$ cat src/hdl/pcw_pkg.sv
`default_nettype none

package pcw_pkg;

  // Wheel geometry
  localparam int WheelCycle = 768;
  localparam int KeysMax    = 8;
  localparam int PaletteMax = 8;

  localparam int PosW  = 16;
  localparam int PW    = 10;  // position within one wheel cycle, 0..767
  localparam int PalW  = 4;
  localparam int SegW  = 3;
  localparam int CntW  = 4;
  localparam int ChanW = 8;
  localparam int ColW  = 24;

  // Palette codes
  localparam logic [PalW-1:0] PAL_RAINBOW = 4'd0;
  localparam logic [PalW-1:0] PAL_OCEAN   = 4'd1;
  localparam logic [PalW-1:0] PAL_FIRE    = 4'd2;
  localparam logic [PalW-1:0] PAL_PLASMA  = 4'd3;
  localparam logic [PalW-1:0] PAL_VIRIDIS = 4'd4;
  localparam logic [PalW-1:0] PAL_SUNSET  = 4'd5;
  localparam logic [PalW-1:0] PAL_ARCTIC  = 4'd6;
  localparam logic [PalW-1:0] PAL_EARTH   = 4'd7;
  localparam logic [PalW-1:0] PAL_NEON    = 4'd8;
  localparam logic [PalW-1:0] PAL_LAST    = PAL_NEON;
  localparam logic [PalW-1:0] PAL_RESET   = PAL_SUNSET;

  // Key colors, packed {r, g, b}; unused slots are zero
  localparam logic [ColW-1:0] KEYS [0:PaletteMax][0:KeysMax-1] = '{
    '{24'hFF0000, 24'h00FF00, 24'h0000FF, 24'h0, 24'h0, 24'h0, 24'h0, 24'h0},
    '{24'h000050, 24'h003296, 24'h0096C8, 24'h32C8FF, 24'h96E6FF, 24'hC8F5FF,
      24'h0, 24'h0},
    '{24'h000000, 24'h500000, 24'h960000, 24'hFF3200, 24'hFF9600, 24'hFFFF64,
      24'hFFFFFF, 24'h0},
    '{24'h500050, 24'h780078, 24'hB40096, 24'hDC3264, 24'hFF6432, 24'hFFB400,
      24'hFFFF64, 24'h0},
    '{24'h460050, 24'h32328C, 24'h1E64B4, 24'h0082A0, 24'h28A078, 24'h78C850,
      24'hC8DC32, 24'h0},
    '{24'h001450, 24'h140064, 24'h500078, 24'h963264, 24'hC86432, 24'hFF9600,
      24'hFFC832, 24'h0},
    '{24'h003264, 24'h326496, 24'h6496C8, 24'hB4DCFF, 24'hE6FAFF, 24'hC8FFFF,
      24'h0, 24'h0},
    '{24'h643200, 24'h966432, 24'h649632, 24'h32C864, 24'h009696, 24'h0064C8,
      24'h3232FF, 24'h0},
    '{24'hFF00FF, 24'hFF0080, 24'hFF3200, 24'hFFFF00, 24'h00FF00, 24'h00FFFF,
      24'h0000FF, 24'h8000FF}
  };

  // Number of key colors in a palette
  function automatic logic [CntW-1:0] key_count(input logic [PalW-1:0] pal);
    logic [CntW-1:0] n;
    case (pal)
      PAL_RAINBOW: n = 4'd3;
      PAL_OCEAN:   n = 4'd6;
      PAL_ARCTIC:  n = 4'd6;
      PAL_NEON:    n = 4'd8;
      default:     n = 4'd7;
    endcase
    return n;
  endfunction

  // Key color lookup; codes beyond the last palette fall back to the reset one
  function automatic logic [ColW-1:0] key_color(input logic [PalW-1:0] pal,
                                                input logic [SegW-1:0] idx);
    logic [PalW-1:0] p;
    p = (pal > PAL_LAST) ? PAL_RESET : pal;
    return KEYS[p][idx];
  endfunction

endpackage

`default_nettype wire

$ cat src/hdl/pcw_blend.sv
`default_nettype none

// One color channel: c1 + floor(rem * (c2 - c1) / 768), three register stages.
module pcw_blend (
  input  wire logic                       clk,
  input  wire logic [pcw_pkg::ChanW-1:0]  c1,
  input  wire logic [pcw_pkg::ChanW-1:0]  c2,
  input  wire logic [pcw_pkg::PW-1:0]     rem,
  output      logic [pcw_pkg::ChanW-1:0]  chan
);
  import pcw_pkg::*;

  localparam int ProdW = PW + ChanW;
  localparam int QW    = PW + 11;
  localparam logic [ProdW-1:0] RoundUp = ProdW'(WheelCycle - 1);

  // stage A: sign and magnitude of the difference
  logic [ChanW-1:0] a_c1, a_mag;
  logic             a_neg;
  logic [PW-1:0]    a_rem;
  // stage B: product
  logic [ChanW-1:0] b_c1;
  logic             b_neg;
  logic [ProdW-1:0] b_prod;
  // stage C: rounded and divided by 256
  logic [ChanW-1:0] c_c1;
  logic             c_neg;
  logic [PW-1:0]    c_hi;

  logic [ProdW-1:0] t;
  logic [QW-1:0]    quo;

  assign t = b_prod + (b_neg ? RoundUp : '0);

  always_ff @(posedge clk) begin
    a_neg  <= c2 < c1;
    a_mag  <= (c2 < c1) ? (c1 - c2) : (c2 - c1);
    a_c1   <= c1;
    a_rem  <= rem;

    b_prod <= ProdW'(a_rem) * ProdW'(a_mag);
    b_c1   <= a_c1;
    b_neg  <= a_neg;

    c_hi   <= t[ProdW-1:8];
    c_c1   <= b_c1;
    c_neg  <= b_neg;
  end

  // divide by 3: x*683 >> 11 is exact for x < 2048
  assign quo  = QW'(c_hi) * QW'(683);
  assign chan = c_neg ? (c_c1 - quo[11 +: ChanW]) : (c_c1 + quo[11 +: ChanW]);

endmodule

`default_nettype wire

$ cat src/hdl/palette_color_wheel.sv
`default_nettype none

// Palette color wheel: maps a 16-bit wheel position (taken modulo 768) to a
// packed GRB color {green, red, blue} blended between the key colors of the
// palette chosen by cfg_wdata (written with cfg_we; codes above 8 are ignored;
// sunset after reset). Throughput is one transaction per clock: start is taken
// on any cycle in which busy is low, and busy is high only during reset and for
// the first cycle after it. Each color appears on grb_color with a one-cycle
// done strobe once its start has passed through the six-stage pipeline
// (position fold, segment split, difference, multiply, round, divide and add).
// The receiver cannot stall, so results must be captured on the done cycle.
// The palette is sampled with the position, so items in flight keep the
// palette they entered with.
module palette_color_wheel (
  input  wire logic                        clk,
  input  wire logic                        rst,
  input  wire logic                        start,
  output      logic                        busy,
  input  wire logic [pcw_pkg::PosW-1:0]    wheel_position,
  input  wire logic                        cfg_we,
  input  wire logic [pcw_pkg::PalW-1:0]    cfg_wdata,
  output      logic                        done,
  output      logic [pcw_pkg::ColW-1:0]    grb_color
);
  import pcw_pkg::*;

  localparam int Depth = 4;  // valid stages from s2 through blend stage C

  logic [PalW-1:0] palette;

  // stage 1
  logic            v1;
  logic [PW-1:0]   s1_p;
  logic [PalW-1:0] s1_pal;
  // stage 2
  logic [Depth-1:0] vpipe;
  logic [SegW-1:0]  s2_seg, s2_nxt;
  logic [PW-1:0]    s2_rem;
  logic [PalW-1:0]  s2_pal;

  logic             accept;
  logic [15:0]      hi_prod;
  logic [6:0]       hi_div;
  logic [7:0]       hi_mod;
  logic [CntW-1:0]  n1;
  logic [12:0]      q;
  logic [4:0]       qh;
  logic [9:0]       qh_prod;
  logic [SegW-1:0]  seg;
  logic [4:0]       rem_hi;
  logic [CntW-1:0]  seg_inc;
  logic [ColW-1:0]  key_a, key_b;
  logic [ChanW-1:0] ch_r, ch_g, ch_b;

  assign accept = start && !busy;

  // config register
  always_ff @(posedge clk) begin
    if (rst) begin
      palette <= PAL_RESET;
    end else if (cfg_we && cfg_wdata <= PAL_LAST) begin
      palette <= cfg_wdata;
    end
  end

  // position mod 768: upper byte mod 3 (x*171 >> 9 is x/3 for x < 512)
  assign hi_prod = 16'(wheel_position[15:8]) * 16'd171;
  assign hi_div  = hi_prod[15:9];
  assign hi_mod  = wheel_position[15:8] - 8'(hi_div) * 8'd3;

  // segment split: q = p*n, seg = q/768, rem = q%768 (x*11 >> 5 is x/3 for x < 32)
  assign n1      = key_count(s1_pal);
  assign q       = 13'(s1_p) * 13'(n1);
  assign qh      = q[12:8];
  assign qh_prod = 10'(qh) * 10'd11;
  assign seg     = qh_prod[7:5];
  assign rem_hi  = qh - 5'(seg) * 5'd3;
  assign seg_inc = CntW'(seg) + 1'b1;

  always_ff @(posedge clk) begin
    if (rst) begin
      v1    <= 1'b0;
      vpipe <= '0;
      busy  <= 1'b1;
      done  <= 1'b0;
    end else begin
      v1    <= accept;
      vpipe <= {vpipe[Depth-2:0], v1};
      busy  <= 1'b0;
      done  <= vpipe[Depth-1];
    end
  end

  // payload stages
  always_ff @(posedge clk) begin
    s1_p   <= {hi_mod[1:0], wheel_position[7:0]};
    s1_pal <= palette;

    s2_seg <= seg;
    s2_nxt <= (seg_inc == n1) ? '0 : seg_inc[SegW-1:0];
    s2_rem <= {rem_hi[1:0], q[7:0]};
    s2_pal <= s1_pal;

    grb_color <= {ch_g, ch_r, ch_b};
  end

  // key colors of the segment ends
  assign key_a = key_color(s2_pal, s2_seg);
  assign key_b = key_color(s2_pal, s2_nxt);

  pcw_blend u_red (
    .clk  (clk),
    .c1   (key_a[23:16]),
    .c2   (key_b[23:16]),
    .rem  (s2_rem),
    .chan (ch_r)
  );

  pcw_blend u_green (
    .clk  (clk),
    .c1   (key_a[15:8]),
    .c2   (key_b[15:8]),
    .rem  (s2_rem),
    .chan (ch_g)
  );

  pcw_blend u_blue (
    .clk  (clk),
    .c1   (key_a[7:0]),
    .c2   (key_b[7:0]),
    .rem  (s2_rem),
    .chan (ch_b)
  );

endmodule

`default_nettype wire

$ cat config.mk
export PLATFORM = sky130hd
export DESIGN_NAME = palette_color_wheel
export DESIGN_NICKNAME = d
export VERILOG_FILES = /design/src/hdl/pcw_pkg.sv /design/src/hdl/pcw_blend.sv /design/src/hdl/palette_color_wheel.sv
export SDC_FILE = /design/constraint.sdc
export NUM_CORES = 1
export LEC_CHECK = 0
export ABC_CLOCK_PERIOD_IN_PS = 11600
export BUFFER_PORTS_ARGS = -buffer_cell sky130_fd_sc_hd__buf_2
export CELL_PAD_IN_SITES_DETAIL_PLACEMENT = 0
export CELL_PAD_IN_SITES_GLOBAL_PLACEMENT = 2
export CORE_ASPECT_RATIO = 1.5
export CORE_MARGIN = 4
export CORE_UTILIZATION = 44
export DETAILED_ROUTE_END_ITERATION = 16
export PLACE_DENSITY = 0.88
export SLEW_MARGIN = 20
export SYNTH_ARGS = -nofsm -noshare
export SYNTH_HDL_FRONTEND = slang
export SYNTH_SLANG_ARGS = --single-unit
$ cat constraint.sdc
create_clock -name clk -period 11.6 [get_ports clk]
set_input_delay 3.48 -clock clk [delete_from_list [all_inputs] [get_ports clk]]
set_output_delay 3.48 -clock clk [all_outputs]
set_load 0.01 [all_outputs]
== Word-level counts from Yosys, hierarchy flattened ==
Memories as Yosys holds them, arrays and structs flattened.
Index checks and enable logic that the tools add are counted.
Widths: inputs -> output; s select.
Storage, ports and cells
  memories: 1
  logic and storage cells: 110
  input bits: 24
  ROM bits: 3072
  register bits after elaboration: 268
Memory list
  (name not given): depth 16, width 192, rd ports 1, clocked after Yosys merged registers in 0, wr ports 0, line pcw_pkg.sv:70  | return KEYS[p][idx];
Operators by class
  muxes and demuxes: 20
  reductions and logical operators: 5
  multiply operators: 11
  $add $sub $neg: 18
  bitwise operators: 3
  $lt $le $gt $ge: 8
  equality and inequality tests: 4
Operators with widths (count)
  $mux 192: 2
  $bmux 24 s3: 2
  $mux 24: 4
  $sub 8x8->8: 9
  $mul 10x10->19 const B: 3
  $add 18x18->18: 3
  $mul 10x8->18: 3
  $mux 8: 6
  $mux 10: 3
  $add 8x8->8: 3
  $lt 8x8->1: 3
  $mul 8x8->16 const B: 1
  $mul 10x4->13: 1
  $pmux 4 s3: 1
  $ge 4x4->1 const B: 2
  $mul 5x4->8 const B: 1
  $not 3->4: 2
  $mul 7x2->2 const B: 1
  $ge 5x5->1 const B: 1
  $not 4->5: 1
  $add 3x1->4 const B: 1
  $eq 4x1->1 const B: 1
  $eq 4x3->1 const B: 1
  $eq 4x4->1: 1
  11 further kinds: 13

== Longest topological paths before layout ==
Gate-level depths: netlist of run 1.
  word-level depth: 11
  gate-level depth with buffers: 30
  gate-level depth less buffers: 30

== Hierarchy ==
Synthesis of run 1 repeated with hierarchy kept, for this count alone.
Unflattened totals
  cells, all modules: 3153
  area, all modules: 28398.5 µm²
Modules (own cells, without submodules)
  pcw_blend at u_red: area an instance 7215.7 µm², times used 1, sequential area each 1461.4 µm², cells each 739
  pcw_blend at u_green: area an instance 7119.3 µm², times used 1, sequential area each 1461.4 µm², cells each 739
  palette_color_wheel: area an instance 7100.6 µm², times used 1, sequential area each 1381.3 µm², cells each 954
  pcw_blend at u_blue: area an instance 6962.9 µm², times used 1, sequential area each 1461.4 µm², cells each 721

== Worst setup path after synthesis of run 1 ==
Ideal clock, no wire load.
  path type: input -> register
  start: in wheel_position[11] in the netlist's numbering
  end: reg s1_p[9]
  arrival time: 6835 ps
  cell stages on the path: 20
  setup time: 121 ps
  path slack: 4644 ps
  data required time: 11479 ps
  buffers on the path: 0
  path through: ha_1 > ha_1 > inv_1 > fa_1 > inv_1 > ha_1 > and3_1 > a31o_2 > a21oi_1 > nor2b_1 > o21ai_0 > nand2b_1 > a21oi_1 > xnor2_1 > ha_1 > xor2_1 > xnor2_1 > xnor2_1 > xnor2_1 > xnor2_1
On the way
  longest elaborated chain between the ends: 3
RTL lines
  start, declared: line palette_color_wheel.sv:19  | input wire logic [pcw_pkg::PosW-1:0] wheel_position,
  $mul 8x8->16: line palette_color_wheel.sv:67  | assign hi_prod = 16'(wheel_position[15:8]) * 16'd171;
  $mul 7x2->2: line palette_color_wheel.sv:69  | assign hi_mod = wheel_position[15:8] - 8'(hi_div) * 8'd3;
  $sub 2x2->2: line palette_color_wheel.sv:69
  named net hi_mod[1]: line palette_color_wheel.sv:44  | logic [7:0] hi_mod;
  end signal, assigned: line palette_color_wheel.sv:96  | s1_p <= {hi_mod[1:0], wheel_position[7:0]};
  end, declared: line palette_color_wheel.sv:33  | logic [PW-1:0] s1_p;
The timed path passes the listed nets, and every way through them passes these cells.
A chain may end at the register's enable or synchronous reset.

== Worst setup path in the final report of run 1 ==
  start: reg s1_pal[0]
  end: reg s2_nxt[0]
On the way
  longest elaborated chain between the ends: 7
  elaborated cells on any way between the ends: 10
  classes of those cells: add/sub (1); mul (2); eq/ne (4); mux (1); reduce/logical (2)
RTL lines
  start, declared: line palette_color_wheel.sv:34  | logic [PalW-1:0] s1_pal;
  start signal, assigned: line palette_color_wheel.sv:97  | s1_pal <= palette;
  $eq 4x3->1 or $eq 4x1->1 (tied branches): line pcw_pkg.sv:55  | case (pal)
  $reduce_or 2->1 (no source line)
  $pmux 4 s3 *: line pcw_pkg.sv:55
  $mul 10x4->13 *: line palette_color_wheel.sv:73  | assign q = 13'(s1_p) * 13'(n1);
  $mul 5x4->8 *: line palette_color_wheel.sv:75  | assign qh_prod = 10'(qh) * 10'd11;
  named net qh_prod[5]: line palette_color_wheel.sv:48  | logic [9:0] qh_prod;
  $add 3x1->4 *: line palette_color_wheel.sv:78  | assign seg_inc = CntW'(seg) + 1'b1;
  $eq 4x4->1: line palette_color_wheel.sv:100  | s2_nxt <= (seg_inc == n1) ? '0 : seg_inc[SegW-1:0];
  end signal, assigned: line palette_color_wheel.sv:100
  end, declared: line palette_color_wheel.sv:37  | logic [SegW-1:0] s2_seg, s2_nxt;
Mark *: on every way through the listed nets, which the timed path passes. The rest lies on a longest branch.

==> metrics, run 1 <==
CP Data Arrival Time 7.32 ns; worst hold start s2_rem[2]$_DFF_P_; dominant synthesized flop cell dfxtp_1; Tmin final about 6.9 ns; Cell Rows 112; period utilization 59.3%; cts repair resizes 0; die height approximately 320 um; CTS Sinks 268; Hold Violations, Final 0; Worst path slowest cell fa_1; WHS 0.322 ns; Synth async-reset ratio 0%; number of synthesized register bits approximately 270; first-pass GRT wire length 108 mm; HP Class register to register; fmax about 150 MHz; placed cells ~4k; Layout area overhead 6.89%; Initial Util 44.5%; CTS clk-pin slew, worst paths ~0.070 ns; ANT cells 0; clk_lat worst skew 0.58 ns; hold_buf cts 0; final cell count without fillers 3971; Yosys top cell area share 20.0%; root buffer cell clkbuf_16; synthesized cell area 27700 sq um; final net count 3862; H-tree levels 1; fraction of layout cells with a size suffix above 1 5.45%; status finished, final reports clean; antenna violations before repair 1; Core Box Area 62400 sq um; vias per cell 5.34; gr usage total 19.3%; YS warnings 0; WP data required 12.04 ns; I/O Pins 50; R2R Path Start s1_pal[0]$_DFF_P_; vias 21.2k; Die X 213 um; DRC viols 0; Worst path top cell family by delay adder cells; drt first pass iters 7; CP Launch Type register; Seq/Total Area, Yosys 19.3%; die footprint 67200 sq um; Routed Antenna Nets 0; TNS Setup 0 ns; flop2flop setup slack 4.72 ns; Worst Setup End Kind register; Post-CTS Setup Inserts 0; syn_area_per_cell 8.73 sq um; final setup vio count 0; RSZ-0062 raised after global routing no; Max-cap violations 0; Synth area leaders ha_1, dfxtp_1, fa_1; WL per Instance 16.2 um; vias in the first global route 22.3k; Num CTS Buffers 28; headroom to the max-slew limit 25.7%; Worst R2R End s2_nxt[0]$_SDFF_PN0_; slowest stage delay, CP 0.55 ns; post-synth top area cell ha_1; aggregate global routing overflow 0; WHS Path Cells 0; Worst Path Buf+Inv 6; CP Class register to register; Distinct cells, synth 87; RD Place Congestion 0.910; syn nets 3887; DRT iter0 DRCs 953; Syn Inst Count between 3k and 4k; R2R depth 28; CTS tree built; Crit path top cell by count inv_1; Crit Path Max Fanout 23; Hold Path End u_blue.a_rem[2]$_DFF_P_; Worst Clk Skew 0.0292 ns; largest net degree at the start of global routing 76; Post-DP HPWL slightly above 50 mm; clock tree buffer depth 3; Slew @ Worst Pin 1.11 ns; Port Buf Inserts 49; number of synthesized flops with an enable pin 0; count of pins over their slew limit 0; final WL 64.3 mm
-- final cells by class --
cell class	instances	area, sq um
Multi-Input combinational cell	2298	20100
Clock inverter	16	190
Fill cell	6034	32700
Clock buffer	36	772
Tap cell	798	998
Inverter	481	1810
Timing Repair Buffer	74	433
Sequential cell	268	5370
-- through the flow --
| stage | worst slack [ns] | utilization [%] | area [sq um] |
|---|---|---|---|
| after global placement | 4.21 | 46.0 | 28700 |
| after detailed placement | 4.18 | 46.0 | 28700 |
| final | 4.72 | 47.6 | 29700 |
| after floorplan | 4.64 | - | 27700 |
| after global routing | 4.22 | 47.6 | 29700 |
| after CTS | 4.70 | 47.6 | 29700 |
-- cell usage in the layout (no fill, tap or decap), drive strengths merged, types with 15 or more instances in the layout --
cell and instances:
o211ai 15, nor2 168, clkbuf 36, nand2b 20, nand3 30, and2 147, o21ai 136, nor3 38
o22ai 17, nand2 285, o21a 42, fa 243, dfxtp 268, inv 487, xor2 50, a211oi 24
xnor2 136, a31oi 19, and3 26, mux2i 26, a21o 29, nor2b 39, ha 444, a21oi 184
buf 74
-- cell families (layout without fill, tap and decap cells) --
| group | count (synthesis) | after routing | share of synthesized area [%] |
|---|---|---|---|
| AND/OR/NAND/NOR | 796 | 796 | 13.7 |
| adder cells (fa/ha/maj) | 687 | 687 | 37.6 |
| buffers and inverters | 610 | 607 | 8.30 |
| AO/OA/AOI/OAI | 591 | 591 | 13.6 |
| flip-flops | 268 | 268 | 19.3 |
| XOR/XNOR | 186 | 186 | 5.99 |
| multiplexers | 38 | 38 | 1.47 |
-- cells in the mapped netlist, types with 41 or more instances --
cell type	number
inv_1	480
o21ai_0	131
clkbuf_1	110
dfxtp_1	268
and2_1	147
o21a_1	41
xnor2_1	134
nor2_1	168
fa_1	243
xor2_1	49
nand2_1	285
a21oi_1	182
ha_1	444
-- worst reg2reg max path: cells and delay by family (launching register included) --
kind | cells | cell delay (ns)
buffers and inverters | 6 | 0.54
flip-flops | 1 | 0.34
AND/OR/NAND/NOR | 5 | 1.31
XOR/XNOR | 2 | 0.61
adder cells (fa/ha/maj) | 7 | 2.62
multiplexers | 1 | 0.10
AO/OA/AOI/OAI | 7 | 1.24
-- layer usage --
layer,global-route usage [%],share of wire [%]
met5,0,0.025
met4,7.79,4.2
met3,1.69,3.0
met2,35.7,52
met1,22.7,41
-- how the worst max path moves through the flow --
| stage | startpoint | to | cells past startpoint |
|---|---|---|---|
| 2_1_floorplan | wheel_position[11] | s1_p[9]$_DFF_P_ | 20 |
| 3_3_place_gp | wheel_position[11] | s1_p[9]$_DFF_P_ | 21 |
| 3_5_place_dp | wheel_position[11] | s1_p[9]$_DFF_P_ | 21 |
| 4_1_cts | s1_pal[0]$_DFF_P_ | s2_nxt[0]$_SDFF_PN0_ | 28 |
| 5_1_grt | s1_pal[0]$_DFF_P_ | s2_nxt[0]$_SDFF_PN0_ | 28 |
| 6_report | s1_pal[0]$_DFF_P_ | s2_nxt[0]$_SDFF_PN0_ | 28 |
-- flip-flops by register name, indices dropped and copies added, names as in the netlist, 10 cells and up --
signal and cells:
u_blue.a_rem 10, u_green.b_prod 18, grb_color 24, s2_rem 10
u_blue.b_prod 18, u_green.c_hi 10, u_red.b_prod 18, u_red.c_hi 10
u_blue.c_hi 10, s1_p 10
Power of run 1 is not shown: default switching activity piles up to over one toggle a cycle in this logic, so the estimate is an artifact.
==> run 2, diff against run 1 <==
ABC_AREA = 1   (was default)
ABC_CLOCK_PERIOD_IN_PS = 6100   (was 11600)
CORE_UTILIZATION = 36   (was 44)
PLACE_DENSITY = 0.8   (was 0.88)
clock period = 6.1 ns   (was 11.6 ns; I/O delays follow)
==> run 2 against run 1 <==
  * Die area rose by 23%
  * Setup slack worse by 4.4 ns
  * Global-route usage shrank 0.88 points
  * Final cell count rose by 18%
  * Critical path depth decreased by 3
  * Wire length up 17%
  * Hold slack worse by 0.0080 ns
==> metrics, run 2 <==
status finished, final reports clean; Slew @ Worst Pin 0.855 ns (-0.258 ns); CP Class register to register; M1 WL 29.8 mm (+13%); flop2flop setup slack 0.35 ns (-4.37 ns); Synth Area in Simple Gates 15.9% (+2.2 points); RD Place Congestion 0.931 (+2.3%); syn nets 4305 (+11%); Hold Violations, Final 0 (unchanged); Port Buf Inserts 49 (unchanged); headroom to the max-slew limit 42.4% (+17 points); Crit Path Max Fanout 4 (-83%); WP data required 6.54 ns (-5.50 ns); clk_lat worst skew 0.56 ns (-0.02 ns); CTS clk-pin slew, worst paths 0.07 ns (about the same); syn_area_per_cell 7.80 sq um (-11%); vias 22.7k (+7.0%); commonest cells after routing, fill and taps aside inv_1, nand2_1, ha_1, dfxtp_1, fa_1; YS warnings 0 (unchanged); Tmin final 5.75 ns (-1.13 ns); CTS Sinks 268 (unchanged); period utilization 94.3% (+35 points); post-synth top area cell ha_1; Worst Setup End Kind register; Synth area leaders ha_1, dfxtp_1, fa_1; Core Box Area 77300 sq um (+24%); ANT cells 0 (unchanged); Top Layer Used met4; count leader, synth inv_1; root buffer cell clkbuf_16; top post-synthesis cells by count inv_1, nand2_1, ha_1; Yosys top cell area share 19.8% (-0.20 points); fmax 174 MHz (+20%); final WL 75.5 mm (+17%); vias in the first global route 24.1k (+8.1%); H-tree levels 2 (+1); Seq/Total Area, Yosys 19.1% (-0.20 points); Num CTS Buffers 35 (+25%); number of synthesized flops with an enable pin 0 (unchanged); most common cell after layout, fill and taps aside inv_1; DRT iter0 DRCs 1058 (+11%); DP Worst Slack -0.0516 ns (-4.24 ns); CP Launch Type register; vias per cell 4.83 (-9.5%); die height 350 um (+11%); CTS tree built; synthesized cell area 28000 sq um (+1.0%); Initial Util 36.3% (-8.2 points); final setup vio count 0 (unchanged); gr usage total 18.4% (-0.88 points); WL per Instance 16.1 um (-0.70%); CP Data Arrival Time 6.19 ns (-1.13 ns); Distinct cells, synth 62 (-29%); HP Class register to register; DR WL met3 2.40 mm (+23%); dominant synthesized flop cell dfxtp_1; most flop-heavy register grb_color; multiplexer area fraction after synthesis 0.214% (-1.3 points); Met2 Wirelength 39.3 mm (+18%); DRC viols 0 (unchanged); Compound-Gate Fraction of Synth Area 10.3% (-3.3 points); main combinational cell family by area after synthesis adder cells; die footprint 82500 sq um (+23%); antenna violations before repair 0 (-1); max reg flops 24 (unchanged); Routed Antenna Nets 0 (unchanged); Post-DP HPWL 62.0 mm (+20%); Syn Inst Count 3594 (+13%); aggregate global routing overflow 0 (unchanged); count of pins over their slew limit 0 (unchanged); final worst slack 0.350 ns (-4.37 ns); Die X 236 um (+11%); I/O Pins 50 (unchanged); drt first pass iters 7 (unchanged); largest net degree at the start of global routing 35 (-54%); xor/xnor cell area share of the yosys netlist 5.19% (-0.81 points); number of synthesized register bits 268 (unchanged); first-pass GRT wire length 124 mm (+15%); fraction of layout cells with a size suffix above 1 7.67% (+2.2 points); Layout area overhead 11.3%; Max-cap violations 0 (unchanged); Cell Rows 125 (+12%); Post-Synth Adder-Cell Area 37.2% (-0.38 points); final net count 4366 (+13%); Worst Clk Skew 0.0222 ns (-0.00693 ns); Synth async-reset ratio 0% (unchanged); clock tree buffer depth 3 (unchanged)
run 2: cell types whose count changed after synthesis, moves of 23 or more:
cell	change
nand2_1	+417
inv_1	+296
and2_1	-144
xnor2_1	-69
nor2_1	+59
nand3_1	+56
xor2_1	+52
nor2b_1	-38
clkbuf_1	-36
o21a_1	-33
and3_1	-23
run 2: critical path, cell delays in order, from the launching register on:
cell	delay, ns
dfxtp_1	0.35
ha_1	0.32
inv_1	0.07
fa_1	0.44
fa_1	0.53
inv_1	0.05
fa_1	0.46
ha_1	0.29
ha_1	0.36
a21o_1	0.20
nor2_1	0.16
o21ai_0	0.13
xnor2_1	0.31
ha_2	0.25
nor2_1	0.05
xor2_1	0.18
ha_1	0.33
a21oi_1	0.17
and2_4	0.18
o221ai_1	0.13
xor2_1	0.20
a31o_2	0.22
nand2_1	0.07
nand3_1	0.07
nand2_1	0.08
inv_1	0.04
run 2: final timing paths:
check,startpoint,to,cells after the start
worst max-delay path,u_blue.c_hi[2]$_DFF_P_,grb_color[7]$_DFF_P_,25
worst min-delay path,u_blue.b_c1[7]$_DFF_P_,u_blue.c_c1[7]$_DFF_P_,0
worst max register to register,u_blue.c_hi[2]$_DFF_P_,grb_color[7]$_DFF_P_,25
worst min register to register,u_blue.b_c1[7]$_DFF_P_,u_blue.c_c1[7]$_DFF_P_,0
run 2: repair_timing:
action,CTS,global route
hold buffers,0,0
pin swaps,0,17
setup buffers,0,8
resized for setup,2,67
endpoints found under the setup margin,1,9
hold endpoints to repair,0,0
run 2: logic make-up (layout without fill, tap and decap cells):
group	Yosys count	after routing
AND/OR/NAND/NOR	1098	1098
buffers and inverters	883	968
adder cells (fa/ha/maj)	687	687
AO/OA/AOI/OAI	486	486
flip-flops	268	268
XOR/XNOR	166	166
multiplexers	6	6
run 2: layer usage:
metal / up-vias / global-route usage (%)
met5: - / 0
met4: 0 / 8.75
met1: 10700 / 20.2
met3: 201 / 2.09
met2: 436 / 35.1
li1: 11400 / -
run 2: metrics by stage:
stage	utilization [%]	instance area, sq um	std cells	setup TNS, ns	hold slack, ns
2_1_floorplan	-	28000	3594	0	0.310
3_3_place_gp	38.3	29600	4626	0	0.310
3_5_place_dp	38.3	29600	4626	-0.0516	0.312
4_1_cts	39.9	30800	4687	0	0.319
5_1_grt	40.4	31200	4695	-0.0499	0.320
6_report	40.4	31200	4695	0	0.314
run 2: final cells by class:
class	instances	area, sq um
clock buffers	41	928
well taps	1016	1270
fillers	8211	46100
multi-input cells	2443	19600
inverters	790	2970
clock inverters	20	251
flip-flops and latches	268	5380
repair buffers	117	772
Power of run 2 is left out for the same reason.
